[config.mk]
export PLATFORM = sky130hd
export DESIGN_NAME = eight_bit_cpu_instruction_decoder
export DESIGN_NICKNAME = d
export VERILOG_FILES = /design/src/sv/sm83_pkg.sv /design/src/sv/sm83_decode.sv /design/src/sv/eight_bit_cpu_instruction_decoder.sv
export SDC_FILE = /design/constraint.sdc
export NUM_CORES = 1
export LEC_CHECK = 0
export BUFFER_PORTS_ARGS = -buffer_cell sky130_fd_sc_hd__buf_4
export CAP_MARGIN = 5
export CORE_ASPECT_RATIO = 0.75
export CORE_MARGIN = 2
export CORE_UTILIZATION = 45
export CTS_CLUSTER_DIAMETER = 100
export DETAILED_ROUTE_END_ITERATION = 7
export GPL_TIMING_DRIVEN = 0
export PLACE_DENSITY = 0.64
export SLEW_MARGIN = 20
export SYNTH_ARGS = -nofsm -noshare
export SYNTH_HDL_FRONTEND = slang
export SYNTH_SLANG_ARGS = --single-unit
[constraint.sdc]
create_clock -name clk -period 10.2 [get_ports clk]
set_input_delay 1.02 -clock clk [delete_from_list [all_inputs] [get_ports clk]]
set_output_delay 1.02 -clock clk [all_outputs]
set_load 0.01 [all_outputs]
[src/sv/sm83_pkg.sv]
package sm83_pkg;

    localparam logic [7:0] PREFIX_OP = 8'hCB;
    localparam logic [7:0] HALT_OP   = 8'h76;

    localparam logic [5:0] MN_NOP  = 6'd0;
    localparam logic [5:0] MN_STOP = 6'd1;
    localparam logic [5:0] MN_HALT = 6'd2;
    localparam logic [5:0] MN_DI   = 6'd3;
    localparam logic [5:0] MN_EI   = 6'd4;
    localparam logic [5:0] MN_LD   = 6'd5;
    localparam logic [5:0] MN_LDH  = 6'd6;
    localparam logic [5:0] MN_PUSH = 6'd7;
    localparam logic [5:0] MN_POP  = 6'd8;
    localparam logic [5:0] MN_ADD  = 6'd9;
    localparam logic [5:0] MN_INC  = 6'd17;
    localparam logic [5:0] MN_DEC  = 6'd18;
    localparam logic [5:0] MN_JP   = 6'd27;
    localparam logic [5:0] MN_JR   = 6'd28;
    localparam logic [5:0] MN_CALL = 6'd29;
    localparam logic [5:0] MN_RET  = 6'd30;
    localparam logic [5:0] MN_RETI = 6'd31;
    localparam logic [5:0] MN_RST  = 6'd32;
    localparam logic [5:0] MN_RLC  = 6'd33;
    localparam logic [5:0] MN_BIT  = 6'd41;
    localparam logic [5:0] MN_INV  = 6'd44;

    localparam logic [5:0] OPD_NONE    = 6'd0;
    localparam logic [5:0] OPD_A       = 6'd1;
    localparam logic [5:0] OPD_HL      = 6'd11;
    localparam logic [5:0] OPD_SP      = 6'd12;
    localparam logic [5:0] OPD_IND_HL  = 6'd15;
    localparam logic [5:0] OPD_IND_C   = 6'd18;
    localparam logic [5:0] OPD_D8      = 6'd19;
    localparam logic [5:0] OPD_D16     = 6'd20;
    localparam logic [5:0] OPD_IND_A8  = 6'd21;
    localparam logic [5:0] OPD_IND_A16 = 6'd22;
    localparam logic [5:0] OPD_SP_R8   = 6'd23;
    localparam logic [5:0] OPD_COND0   = 6'd24;
    localparam logic [5:0] OPD_BIT0    = 6'd28;
    localparam logic [5:0] OPD_RST0    = 6'd36;

    localparam logic [3:0] BR_NONE  = 4'd0;
    localparam logic [3:0] BR_JUMP  = 4'd1;
    localparam logic [3:0] BR_CJUMP = 4'd2;
    localparam logic [3:0] BR_IND   = 4'd3;
    localparam logic [3:0] BR_CALL  = 4'd4;
    localparam logic [3:0] BR_CCALL = 4'd5;
    localparam logic [3:0] BR_RET   = 4'd6;
    localparam logic [3:0] BR_CRET  = 4'd7;
    localparam logic [3:0] BR_RST   = 4'd8;
    localparam logic [3:0] BR_HALT  = 4'd9;
    localparam logic [3:0] BR_STOP  = 4'd10;

    typedef struct packed {
        logic [7:0] first_byte;
        logic [7:0] second_byte;
        logic [7:0] third_byte;
        logic [1:0] bytes_valid;
    } in_word_t;

    typedef struct packed {
        logic [5:0]  mnemonic_code;
        logic [5:0]  first_operand;
        logic [5:0]  second_operand;
        logic [1:0]  length_bytes;
        logic [4:0]  base_cycles;
        logic [4:0]  taken_cycles;
        logic [3:0]  branch_kind;
        logic        prefixed;
        logic [7:0]  opcode_value;
        logic [7:0]  short_immediate;
        logic [15:0] long_immediate;
    } out_word_t;

    function automatic logic [5:0] reg8_code(input logic [2:0] r);
        logic [5:0] c;
        case (r)
            3'd0: c = 6'd2;
            3'd1: c = 6'd3;
            3'd2: c = 6'd4;
            3'd3: c = 6'd5;
            3'd4: c = 6'd6;
            3'd5: c = 6'd7;
            3'd6: c = 6'd15;
            default: c = 6'd1;
        endcase
        return c;
    endfunction

    function automatic logic [5:0] reg16_code(input logic [1:0] p);
        return 6'd9 + {4'd0, p};
    endfunction

    function automatic logic [5:0] stack16_code(input logic [1:0] p);
        return (p == 2'd3) ? 6'd8 : 6'd9 + {4'd0, p};
    endfunction

    function automatic logic [5:0] ind_a_code(input logic [1:0] p);
        logic [5:0] c;
        case (p)
            2'd0: c = 6'd13;
            2'd1: c = 6'd14;
            2'd2: c = 6'd16;
            default: c = 6'd17;
        endcase
        return c;
    endfunction

    function automatic logic [5:0] misc_code(input logic [2:0] y);
        logic [5:0] c;
        case (y)
            3'd0: c = 6'd23;
            3'd1: c = 6'd24;
            3'd2: c = 6'd25;
            3'd3: c = 6'd26;
            3'd4: c = 6'd19;
            3'd5: c = 6'd20;
            3'd6: c = 6'd21;
            default: c = 6'd22;
        endcase
        return c;
    endfunction

endpackage

[src/sv/sm83_decode.sv]
module instr_decode_table (
    input  sm83_pkg::in_word_t  in_word,
    output sm83_pkg::out_word_t out_word
);
    import sm83_pkg::*;

    logic [7:0] op;
    logic [7:0] cb;
    logic [1:0] x;
    logic [2:0] y;
    logic [2:0] z;
    logic [1:0] p;
    logic       q;
    logic [2:0] cr;
    logic [1:0] cx;
    logic [2:0] cbit;
    logic       need8;
    logic       need16;
    out_word_t  d;

    assign op   = in_word.first_byte;
    assign cb   = in_word.second_byte;
    assign x    = op[7:6];
    assign y    = op[5:3];
    assign z    = op[2:0];
    assign p    = op[5:4];
    assign q    = op[3];
    assign cr   = cb[2:0];
    assign cbit = cb[5:3];
    assign cx   = cb[7:6];

    always_comb
    begin
        d = '0;
        d.mnemonic_code = MN_INV;
        d.length_bytes  = 2'd1;
        d.base_cycles   = 5'd4;
        need8  = 1'b0;
        need16 = 1'b0;
        if (in_word.bytes_valid == 2'd0)
        begin
            d.opcode_value = 8'd0;
        end
        else if (op == PREFIX_OP)
        begin
            d.opcode_value = op;
            if (in_word.bytes_valid >= 2'd2)
            begin
                d.prefixed     = 1'b1;
                d.opcode_value = cb;
                d.length_bytes = 2'd2;
                if (cx == 2'd0)
                begin
                    d.mnemonic_code = MN_RLC + {3'd0, cbit};
                    d.first_operand = reg8_code(cr);
                    d.base_cycles   = (cr == 3'd6) ? 5'd16 : 5'd8;
                end
                else
                begin
                    d.mnemonic_code  = MN_BIT + {4'd0, cx - 2'd1};
                    d.first_operand  = OPD_BIT0 + {3'd0, cbit};
                    d.second_operand = reg8_code(cr);
                    d.base_cycles    = (cr != 3'd6) ? 5'd8 : ((cx == 2'd1) ? 5'd12 : 5'd16);
                end
            end
        end
        else
        begin
            d.opcode_value = op;
            unique case (x)
                2'd0:
                begin
                    unique case (z)
                        3'd0:
                        begin
                            if (y == 3'd0)
                            begin
                                d.mnemonic_code = MN_NOP;
                            end
                            else if (y == 3'd1)
                            begin
                                d.mnemonic_code = MN_LD;
                                d.first_operand = OPD_IND_A16;
                                d.second_operand = OPD_SP;
                                d.length_bytes = 2'd3;
                                d.base_cycles = 5'd20;
                                need16 = 1'b1;
                            end
                            else if (y == 3'd2)
                            begin
                                d.mnemonic_code = MN_STOP;
                                d.length_bytes = 2'd2;
                                d.branch_kind = BR_STOP;
                            end
                            else if (y == 3'd3)
                            begin
                                d.mnemonic_code = MN_JR;
                                d.first_operand = OPD_D8;
                                d.length_bytes = 2'd2;
                                d.base_cycles = 5'd12;
                                d.branch_kind = BR_JUMP;
                                need8 = 1'b1;
                            end
                            else
                            begin
                                d.mnemonic_code = MN_JR;
                                d.first_operand = OPD_COND0 + {4'd0, y[1:0]};
                                d.second_operand = OPD_D8;
                                d.length_bytes = 2'd2;
                                d.base_cycles = 5'd8;
                                d.taken_cycles = 5'd12;
                                d.branch_kind = BR_CJUMP;
                                need8 = 1'b1;
                            end
                        end
                        3'd1:
                        begin
                            if (!q)
                            begin
                                d.mnemonic_code = MN_LD;
                                d.first_operand = reg16_code(p);
                                d.second_operand = OPD_D16;
                                d.length_bytes = 2'd3;
                                d.base_cycles = 5'd12;
                                need16 = 1'b1;
                            end
                            else
                            begin
                                d.mnemonic_code = MN_ADD;
                                d.first_operand = OPD_HL;
                                d.second_operand = reg16_code(p);
                                d.base_cycles = 5'd8;
                            end
                        end
                        3'd2:
                        begin
                            d.mnemonic_code = MN_LD;
                            d.first_operand = q ? OPD_A : ind_a_code(p);
                            d.second_operand = q ? ind_a_code(p) : OPD_A;
                            d.base_cycles = 5'd8;
                        end
                        3'd3:
                        begin
                            d.mnemonic_code = q ? MN_DEC : MN_INC;
                            d.first_operand = reg16_code(p);
                            d.base_cycles = 5'd8;
                        end
                        3'd4, 3'd5:
                        begin
                            d.mnemonic_code = (z == 3'd4) ? MN_INC : MN_DEC;
                            d.first_operand = reg8_code(y);
                            d.base_cycles = (y == 3'd6) ? 5'd12 : 5'd4;
                        end
                        3'd6:
                        begin
                            d.mnemonic_code = MN_LD;
                            d.first_operand = reg8_code(y);
                            d.second_operand = OPD_D8;
                            d.length_bytes = 2'd2;
                            d.base_cycles = (y == 3'd6) ? 5'd12 : 5'd8;
                            need8 = 1'b1;
                        end
                        default:
                        begin
                            d.mnemonic_code = misc_code(y);
                        end
                    endcase
                end
                2'd1:
                begin
                    if (op == HALT_OP)
                    begin
                        d.mnemonic_code = MN_HALT;
                        d.branch_kind = BR_HALT;
                    end
                    else
                    begin
                        d.mnemonic_code = MN_LD;
                        d.first_operand = reg8_code(y);
                        d.second_operand = reg8_code(z);
                        d.base_cycles = (y == 3'd6 || z == 3'd6) ? 5'd8 : 5'd4;
                    end
                end
                2'd2:
                begin
                    d.mnemonic_code = MN_ADD + {3'd0, y};
                    d.first_operand = reg8_code(z);
                    d.base_cycles = (z == 3'd6) ? 5'd8 : 5'd4;
                end
                default:
                begin
                    unique case (z)
                        3'd0:
                        begin
                            d.length_bytes = 2'd2;
                            d.base_cycles = 5'd12;
                            need8 = 1'b1;
                            case (y)
                                3'd4:
                                begin
                                    d.mnemonic_code = MN_LDH;
                                    d.first_operand = OPD_IND_A8;
                                    d.second_operand = OPD_A;
                                end
                                3'd5:
                                begin
                                    d.mnemonic_code = MN_ADD;
                                    d.first_operand = OPD_SP;
                                    d.second_operand = OPD_D8;
                                    d.base_cycles = 5'd16;
                                end
                                3'd6:
                                begin
                                    d.mnemonic_code = MN_LDH;
                                    d.first_operand = OPD_A;
                                    d.second_operand = OPD_IND_A8;
                                end
                                3'd7:
                                begin
                                    d.mnemonic_code = MN_LD;
                                    d.first_operand = OPD_HL;
                                    d.second_operand = OPD_SP_R8;
                                end
                                default:
                                begin
                                    d.mnemonic_code = MN_RET;
                                    d.first_operand = OPD_COND0 + {3'd0, y};
                                    d.length_bytes = 2'd1;
                                    d.base_cycles = 5'd8;
                                    d.taken_cycles = 5'd20;
                                    d.branch_kind = BR_CRET;
                                    need8 = 1'b0;
                                end
                            endcase
                        end
                        3'd1:
                        begin
                            if (!q)
                            begin
                                d.mnemonic_code = MN_POP;
                                d.first_operand = stack16_code(p);
                                d.base_cycles = 5'd12;
                            end
                            else if (p == 2'd0 || p == 2'd1)
                            begin
                                d.mnemonic_code = p[0] ? MN_RETI : MN_RET;
                                d.base_cycles = 5'd16;
                                d.branch_kind = BR_RET;
                            end
                            else if (p == 2'd2)
                            begin
                                d.mnemonic_code = MN_JP;
                                d.first_operand = OPD_IND_HL;
                                d.branch_kind = BR_IND;
                            end
                            else
                            begin
                                d.mnemonic_code = MN_LD;
                                d.first_operand = OPD_SP;
                                d.second_operand = OPD_HL;
                                d.base_cycles = 5'd8;
                            end
                        end
                        3'd2:
                        begin
                            case (y)
                                3'd4:
                                begin
                                    d.mnemonic_code = MN_LD;
                                    d.first_operand = OPD_IND_C;
                                    d.second_operand = OPD_A;
                                    d.base_cycles = 5'd8;
                                end
                                3'd5:
                                begin
                                    d.mnemonic_code = MN_LD;
                                    d.first_operand = OPD_IND_A16;
                                    d.second_operand = OPD_A;
                                    d.length_bytes = 2'd3;
                                    d.base_cycles = 5'd16;
                                    need16 = 1'b1;
                                end
                                3'd6:
                                begin
                                    d.mnemonic_code = MN_LD;
                                    d.first_operand = OPD_A;
                                    d.second_operand = OPD_IND_C;
                                    d.base_cycles = 5'd8;
                                end
                                3'd7:
                                begin
                                    d.mnemonic_code = MN_LD;
                                    d.first_operand = OPD_A;
                                    d.second_operand = OPD_IND_A16;
                                    d.length_bytes = 2'd3;
                                    d.base_cycles = 5'd16;
                                    need16 = 1'b1;
                                end
                                default:
                                begin
                                    d.mnemonic_code = MN_JP;
                                    d.first_operand = OPD_COND0 + {3'd0, y};
                                    d.second_operand = OPD_D16;
                                    d.length_bytes = 2'd3;
                                    d.base_cycles = 5'd12;
                                    d.taken_cycles = 5'd16;
                                    d.branch_kind = BR_CJUMP;
                                    need16 = 1'b1;
                                end
                            endcase
                        end
                        3'd3:
                        begin
                            if (y == 3'd0)
                            begin
                                d.mnemonic_code = MN_JP;
                                d.first_operand = OPD_D16;
                                d.length_bytes = 2'd3;
                                d.base_cycles = 5'd16;
                                d.branch_kind = BR_JUMP;
                                need16 = 1'b1;
                            end
                            else if (y == 3'd6)
                            begin
                                d.mnemonic_code = MN_DI;
                            end
                            else if (y == 3'd7)
                            begin
                                d.mnemonic_code = MN_EI;
                            end
                        end
                        3'd4:
                        begin
                            if (!y[2])
                            begin
                                d.mnemonic_code = MN_CALL;
                                d.first_operand = OPD_COND0 + {3'd0, y};
                                d.second_operand = OPD_D16;
                                d.length_bytes = 2'd3;
                                d.base_cycles = 5'd12;
                                d.taken_cycles = 5'd24;
                                d.branch_kind = BR_CCALL;
                                need16 = 1'b1;
                            end
                        end
                        3'd5:
                        begin
                            if (!q)
                            begin
                                d.mnemonic_code = MN_PUSH;
                                d.first_operand = stack16_code(p);
                                d.base_cycles = 5'd16;
                            end
                            else if (p == 2'd0)
                            begin
                                d.mnemonic_code = MN_CALL;
                                d.first_operand = OPD_D16;
                                d.length_bytes = 2'd3;
                                d.base_cycles = 5'd24;
                                d.branch_kind = BR_CALL;
                                need16 = 1'b1;
                            end
                        end
                        3'd6:
                        begin
                            d.mnemonic_code = MN_ADD + {3'd0, y};
                            d.first_operand = OPD_D8;
                            d.length_bytes = 2'd2;
                            d.base_cycles = 5'd8;
                            need8 = 1'b1;
                        end
                        default:
                        begin
                            d.mnemonic_code = MN_RST;
                            d.first_operand = OPD_RST0 + {3'd0, y};
                            d.base_cycles = 5'd16;
                            d.branch_kind = BR_RST;
                        end
                    endcase
                end
            endcase
            if (need8 && in_word.bytes_valid >= 2'd2)
            begin
                d.short_immediate = cb;
            end
            if (need16 && in_word.bytes_valid == 2'd3)
            begin
                d.long_immediate = {in_word.third_byte, cb};
            end
        end
    end

    assign out_word = d;

endmodule

[src/sv/eight_bit_cpu_instruction_decoder.sv]
// SM83 instruction decoder. Each word of up to three instruction bytes and a
// valid count yields one decoded word: mnemonic, operands, length, cycle
// counts, branch kind, prefix flag, opcode and immediates. One word is taken
// every cycle unless in_stall is high. The path is an input register, the
// decode table and a result register. in_stall rises only when the result
// register is full and held by out_stall with the input register also full.
module eight_bit_cpu_instruction_decoder (
    input  logic        clk,
    input  logic        rst_n,
    input  logic        in_valid,
    output logic        in_stall,
    input  logic [7:0]  first_byte,
    input  logic [7:0]  second_byte,
    input  logic [7:0]  third_byte,
    input  logic [1:0]  bytes_valid,
    output logic        out_valid,
    input  logic        out_stall,
    output logic [5:0]  mnemonic_code,
    output logic [5:0]  first_operand,
    output logic [5:0]  second_operand,
    output logic [1:0]  length_bytes,
    output logic [4:0]  base_cycles,
    output logic [4:0]  taken_cycles,
    output logic [3:0]  branch_kind,
    output logic        prefixed,
    output logic [7:0]  opcode_value,
    output logic [7:0]  short_immediate,
    output logic [15:0] long_immediate
);
    import sm83_pkg::*;

    in_word_t  in_reg;
    logic      in_valid_reg;
    out_word_t dec_word;
    out_word_t out_reg;
    logic      out_valid_reg;
    logic      out_load;
    logic      in_load;

    assign out_load = in_valid_reg && (!out_valid_reg || !out_stall);
    assign in_stall = in_valid_reg && !out_load;
    assign in_load  = in_valid && !in_stall;

    instr_decode_table u_decode (
        .in_word  (in_reg),
        .out_word (dec_word)
    );

    always_ff @(posedge clk or negedge rst_n)
    begin
        if (!rst_n)
        begin
            in_valid_reg  <= 1'b0;
            out_valid_reg <= 1'b0;
        end
        else
        begin
            if (in_load)
            begin
                in_valid_reg <= 1'b1;
            end
            else if (out_load)
            begin
                in_valid_reg <= 1'b0;
            end
            if (out_load)
            begin
                out_valid_reg <= 1'b1;
            end
            else if (!out_stall)
            begin
                out_valid_reg <= 1'b0;
            end
        end
    end

    always_ff @(posedge clk)
    begin
        if (in_load)
        begin
            in_reg <= '{first_byte, second_byte, third_byte, bytes_valid};
        end
        if (out_load)
        begin
            out_reg <= dec_word;
        end
    end

    assign out_valid       = out_valid_reg;
    assign mnemonic_code   = out_reg.mnemonic_code;
    assign first_operand   = out_reg.first_operand;
    assign second_operand  = out_reg.second_operand;
    assign length_bytes    = out_reg.length_bytes;
    assign base_cycles     = out_reg.base_cycles;
    assign taken_cycles    = out_reg.taken_cycles;
    assign branch_kind     = out_reg.branch_kind;
    assign prefixed        = out_reg.prefixed;
    assign opcode_value    = out_reg.opcode_value;
    assign short_immediate = out_reg.short_immediate;
    assign long_immediate  = out_reg.long_immediate;

endmodule

Word-level counts from Yosys, hierarchy flattened
Index checks and enable logic that the tools add are counted.
{"block": "word_totals", "word_cells": 238, "inputBits": 30, "ff_bits": 95, "out_inout_bits": 69}
{"block": "op_classes", "n_lt_le_gt_ge": 1, "n_mux": 145, "n_addsub": 9, "n_reduce_logical": 33, "n_eq_ne": 30, "n_bitwise": 3}
{"operator": "$mux W12", "count": 13}
{"operator": "$pmux W4 S7", "count": 5}
{"operator": "$pmux W12 S7", "count": 1}
{"operator": "$mux W10", "count": 8}
{"operator": "$mux W25", "count": 3}
{"operator": "$pmux W17 S4", "count": 1}
{"operator": "$mux W7", "count": 9}
{"operator": "$mux W5", "count": 12}
{"operator": "$pmux W6 S5", "count": 2}
{"operator": "$mux W6", "count": 9}
{"operator": "$mux W4", "count": 12}
{"operator": "$pmux W6 S4", "count": 2}
{"operator": "$mux W9", "count": 5}
{"operator": "$pmux W5 S3", "count": 3}
{"operator": "$pmux W11 S4", "count": 1}
{"operator": "$pmux W12 S3", "count": 1}
{"operator": "$pmux W5 S7", "count": 1}
{"operator": "$mux W34", "count": 1}
{"operator": "$eq A3 B3 Y1 const B", "count": 10}
{"operator": "$pmux W5 S2", "count": 3}
{"operator": "$mux W28", "count": 1}
{"operator": "$pmux W5 S5", "count": 1}
{"operator": "$mux W1", "count": 22}
{"operator": "$pmux W5 S4", "count": 1}
{"operator": "38 further kinds", "count": 94}

Logic depth before layout (Yosys ltp)
{"block": "logic_depth", "depth_word": 21, "mapped_depth": 12, "ltp_nobuf": 8}

Modules after synthesis
A second synthesis with hierarchy kept.
{"block": "unflattened", "cells_unflattened": 634, "hier_area_um2": 6193.4}
{"module": "instr_decode_table", "seq_area_each_um2": 0.0, "n_inst": 1, "area_each_um2": 3308.2, "cells_each": 533}
{"module": "eight_bit_cpu_instruction_decoder", "seq_area_each_um2": 2842.7, "n_inst": 1, "area_each_um2": 2885.3, "cells_each": 101}

Worst setup path after synthesis
OpenSTA, ideal clock, no wires.
{"block": "synth_path", "path_type": "input-to-reg", "from": "input port out_stall", "to": "register out_reg, in the netlist base_cycles[2] (enable)", "slack_ps": 4078, "n_path_buf": 0, "arrival_time_ps": 5546, "path_stages": 1, "setup_ps": 576, "required_ps": 9624, "cell_sequence": "a21boi_0"}
{"block": "synth_via", "elab_chain_cells": 3}
{"item": "start: declaration", "line": "eight_bit_cpu_instruction_decoder.sv:17", "rtl": "input logic out_stall,"}
{"item": "$logic_not A1 Y1"}
{"item": "$logic_or A1 B1 Y1", "line": "eight_bit_cpu_instruction_decoder.sv:40", "rtl": "assign out_load = in_valid_reg && (!out_valid_reg || !out_stall);"}
{"item": "$logic_and A1 B1 Y1", "line": "eight_bit_cpu_instruction_decoder.sv:40"}
{"item": "end signal: assignment", "line": "eight_bit_cpu_instruction_decoder.sv:85", "rtl": "out_reg <= dec_word;"}
{"item": "end: declaration", "line": "eight_bit_cpu_instruction_decoder.sv:35", "rtl": "out_word_t out_reg;"}
No other way between the ends.
A chain may end at the register's enable or synchronous reset.

Worst setup path after layout
{"block": "layout_path", "from": "register in_reg[21] in the netlist's numbering", "to": "register out_reg, in the netlist short_immediate[0], data pin"}
{"block": "layout_via", "elab_chain_cells": 11}
{"item": "start: declaration", "line": "eight_bit_cpu_instruction_decoder.sv:32", "rtl": "in_word_t in_reg;"}
{"item": "start signal: assignment", "line": "eight_bit_cpu_instruction_decoder.sv:81", "rtl": "in_reg <= '{first_byte, second_byte, third_byte, bytes_valid};"}
{"item": "$eq A3 B2 Y1", "line": "sm83_decode.sv:89", "rtl": "else if (y == 3'd2)"}
{"item": "$mux W1", "line": "sm83_decode.sv:89"}
{"item": "$mux W1", "line": "sm83_decode.sv:80", "rtl": "else if (y == 3'd1)"}
{"item": "$mux W1", "line": "sm83_decode.sv:76", "rtl": "if (y == 3'd0)"}
{"item": "$pmux W1 S2", "line": "sm83_decode.sv:73", "rtl": "unique case (z)"}
{"item": "$pmux W1 S2", "line": "sm83_decode.sv:70", "rtl": "unique case (x)"}
{"item": "$mux W1", "line": "sm83_decode.sv:44", "rtl": "else if (op == PREFIX_OP)"}
{"item": "$mux W1", "line": "sm83_decode.sv:40", "rtl": "if (in_word.bytes_valid == 2'd0)"}
{"item": "$logic_and A1 B1 Y1", "line": "sm83_decode.sv:382", "rtl": "if (need8 && in_word.bytes_valid >= 2'd2)"}
{"item": "$not A1 Y1 (no line)"}
{"item": "$reduce_or A3 Y1 (no line) *"}
Every way passes the cells marked *; elsewhere a longest branch is shown, timed or not. The select of a mux whose other input is x is not followed.

==> reports/metrics.csv <==
stage,metric,value,unit
clocking,post-CTS sizing,0,
sta,Worst Max-Slew Pin Slew,930,ps
synthesis,Adder-Cell Fraction of Synth Area,4.16,%
clocking,Clock Latency Late Sink,350,ps
critical_path,r2r worst-path depth,10,
clocking,htree depth,3,
synthesis,commonest register cell after synthesis,edfxtp_1,
sta,RSZ-0062 raised after global routing,false,
synthesis,post-synthesis xor/xnor area fraction,0.291,%
routing,Vias/cell,6.65,
floorplanning,Die Height,104,µm
routing,Pre-Repair DR Iteration Count,7,
floorplanning,die width,137,µm
finish,max reg flops,26,
critical_path,Worst setup SP type,flip-flop,
finish,area delta synth->final,21.1,%
global_route,largest net degree at the start of global routing,30,
synthesis,Post-Syn Area,6010,µm²
sta,worst hold margin,442,ps
clocking,cts bufs inserted,9,
floorplanning,die area,14300,µm²
synthesis,async set or reset register ratio after synthesis,2.22,%
synthesis,"top cells by area, synth","edfxtp_1 44%, o21ai_0 4.5%, nand2_1 4.2%",
placement,Setup WS pre-CTS,6420,ps
sta,Worst Skew,13.2,ps
global_route,Overflow after GRT,0,
critical_path,CP Capture Type,flip-flop,
synthesis,cell count after synthesis,649,
synthesis,post-synth top area cell,edfxtp_1,
synthesis,Simple-Gate Fraction of Synth Area,19.5,%
synthesis,mux contribution to synthesized area,0.895,%
sta,setup slack after layout,6220,ps
finish,"commonest cells after routing, fill and taps aside","101 x buf_4, 88 x edfxtp_1, 67 x nand2_1",
synthesis,Yosys cell types,76,
clocking,Root Buffer,clkbuf_16,
placement,GPL Wtd Cong,1.07,
critical_path,Critical Path Fanout Max,12,
pwr,pwr/cell area,140,nW/µm²
sta,final-report max-slew violation count,0,
routing,final antenna-violating net count,0,
critical_path,WS Path Type,reg2reg,
synthesis,Post-synth EDFFs,88,
synthesis,Seq cells post-synth,90,
clocking,Post-CTS Hold Fix Bufs,0,
placement,Final HPWL DP,19400,µm
finish,layout cells sized above 1,22.3,%
sta,Worst slew margin,37.8,%
finish,"commonest non-fill, non-tap cell in the layout",buf_4,
clocking,CTS tree,done,
synthesis,Syn Area/Cell,9.27,µm²
floorplanning,num rows,36,
synthesis,largest family of logic cells by synthesized area,compound AO/OA/AOI/OAI gates,
synthesis,Yosys warning total,0,
status,status,completed,
global_route,Total GRT Usage,36.4,%
sta,Tmin final,3980,ps
placement,Cells after DPL,919,
sta,maximum clock rate,0.251,GHz
floorplanning,Top-Level Pins,99,
clocking,clock transition at the registers of the reported paths,70,ps
finish,final net count,809,
synthesis,Compound-Gate Fraction of Synth Area,23.9,%
sta,final setup violation count,0,
pwr,Max IR drop VDD,0.104,mV
clocking,Post-CTS Setup Bufs,0,
global_route,vias in the first global route,5969,
floorplanning,total core area,13000,µm²
finish,Ant. Diodes,0,
routing,Starting DRT DRC Count,1139,
critical_path,CP Data Required Time,10420,ps
critical_path,internal reg-to-reg setup slack,6220,ps
routing,routed len/inst,27.4,µm
critical_path,Critical Path AT,4190,ps
sta,Setup TNS,0,ps
pwr,Leak Pwr,2.81,nW
placement,I/O Buffers,93,
routing,Via Count,6213,
global_route,first-pass GRT wire length,37600,µm
clocking,Clock Sink Count,90,
worst_hold_path,Hold Crit Class,in2async,
clocking,clock tree buffer depth,2,
job,Max-Cap Viols,0,
routing,DR DRC count,0,
sta,post-route clock period utilization,39.0,%
synthesis,post-synth top area share,43.9,%
global_route,initial antenna violation count,1,
pwr,overall power,0.00102,W
routing,DRT Wirelength,25600,µm
synthesis,post-synthesis sequential area ratio,44.8,%
finish,number of fill cells,1181,
finish,Finished Layout Cells,934,
floorplanning,starting density of the core,46.2,%
sta,final hold violations,0,
[critical path, cell delays in order, from the launching register on]
cell and delay, ps:
edfxtp_1 400, buf_2 280, clkinv_1 330, clkbuf_1 490, ha_1 460, nor3_1 580, nor2_1 120, nor2b_1 300
o21ai_0 270, a21oi_2 410, and2_1 200
[area by class of cell]
class	instances	area [µm²]	share of cell area (%)
well taps	171	214	2.94
repair buffers	95	753	10.3
plain buffers	66	332	4.55
inverters	14	52.6	0.722
clock inverters	6	50.0	0.687
flip-flops and latches	90	2690	37.0
clock buffers	9	225	3.09
multi-input cells	483	2960	40.7
[per-stage QoR]
step,util (%),area [µm²]
5_1_grt,55.9,7280
4_1_cts,55.9,7280
6_report,55.9,7280
3_3_place_gp,53.3,6940
3_5_place_dp,53.8,7010
2_1_floorplan,-,6030
[cell families after synthesis]
group | Yosys count
and+or+nand+nor | 238
AOI/OAI and AO/OA | 213
DFF | 90
buffers and inverters | 80
adders and majority gates | 20
muxes | 5
xor gates and xnor gates | 2
other | 1
[cell usage after synthesis, drive strengths merged (4+ instances only)]
cell,instances
a21oi,45
o211ai,8
a221oi,6
o2111ai,5
nand2,68
nand2b,11
ha,20
o21ai,55
buf,43
o311ai,4
o221ai,7
inv,12
a211oi,4
a32oi,4
clkbuf,23
nand3,23
and3,4
or3,4
o22ai,8
o31ai,7
nor2b,14
and2,28
a21o,6
nor2,53
nor3,19
a31oi,13
edfxtp,88
a22oi,7
[where the power goes]
group	total (W)	leakage [nW]	switching (W)	internal, W
clock	0.000308	0.129	0.000142	0.000166
sequential	0.000454	0.890	0.0000140	0.000440
combinational	0.000257	1.79	0.000167	0.0000897
total	0.00102	2.81	0.000323	0.000695
[layer usage]
layer | wire length (µm) | up-vias | track usage, %
met5 | 13 | - | 0
met4 | 1180 | 2 | 14.1
met3 | 3870 | 93 | 16.0
met2 | 10400 | 520 | 50.4
met1 | 10200 | 2971 | 49.7
li1 | - | 2627 | -
[worst paths after layout]
| path | startpoint | to |
|---|---|---|
| min in group clk | in_valid_reg | out_valid |
| min reg2reg | in_valid_reg | out_valid |
| max in group asynchronous | rst_n | in_valid_reg |
| min | rst_n | in_valid_reg |
| max | in_reg[21] | short_immediate[0] |
| max reg2reg | in_reg[21] | short_immediate[0] |
Power figures use the tool's default switching activity.
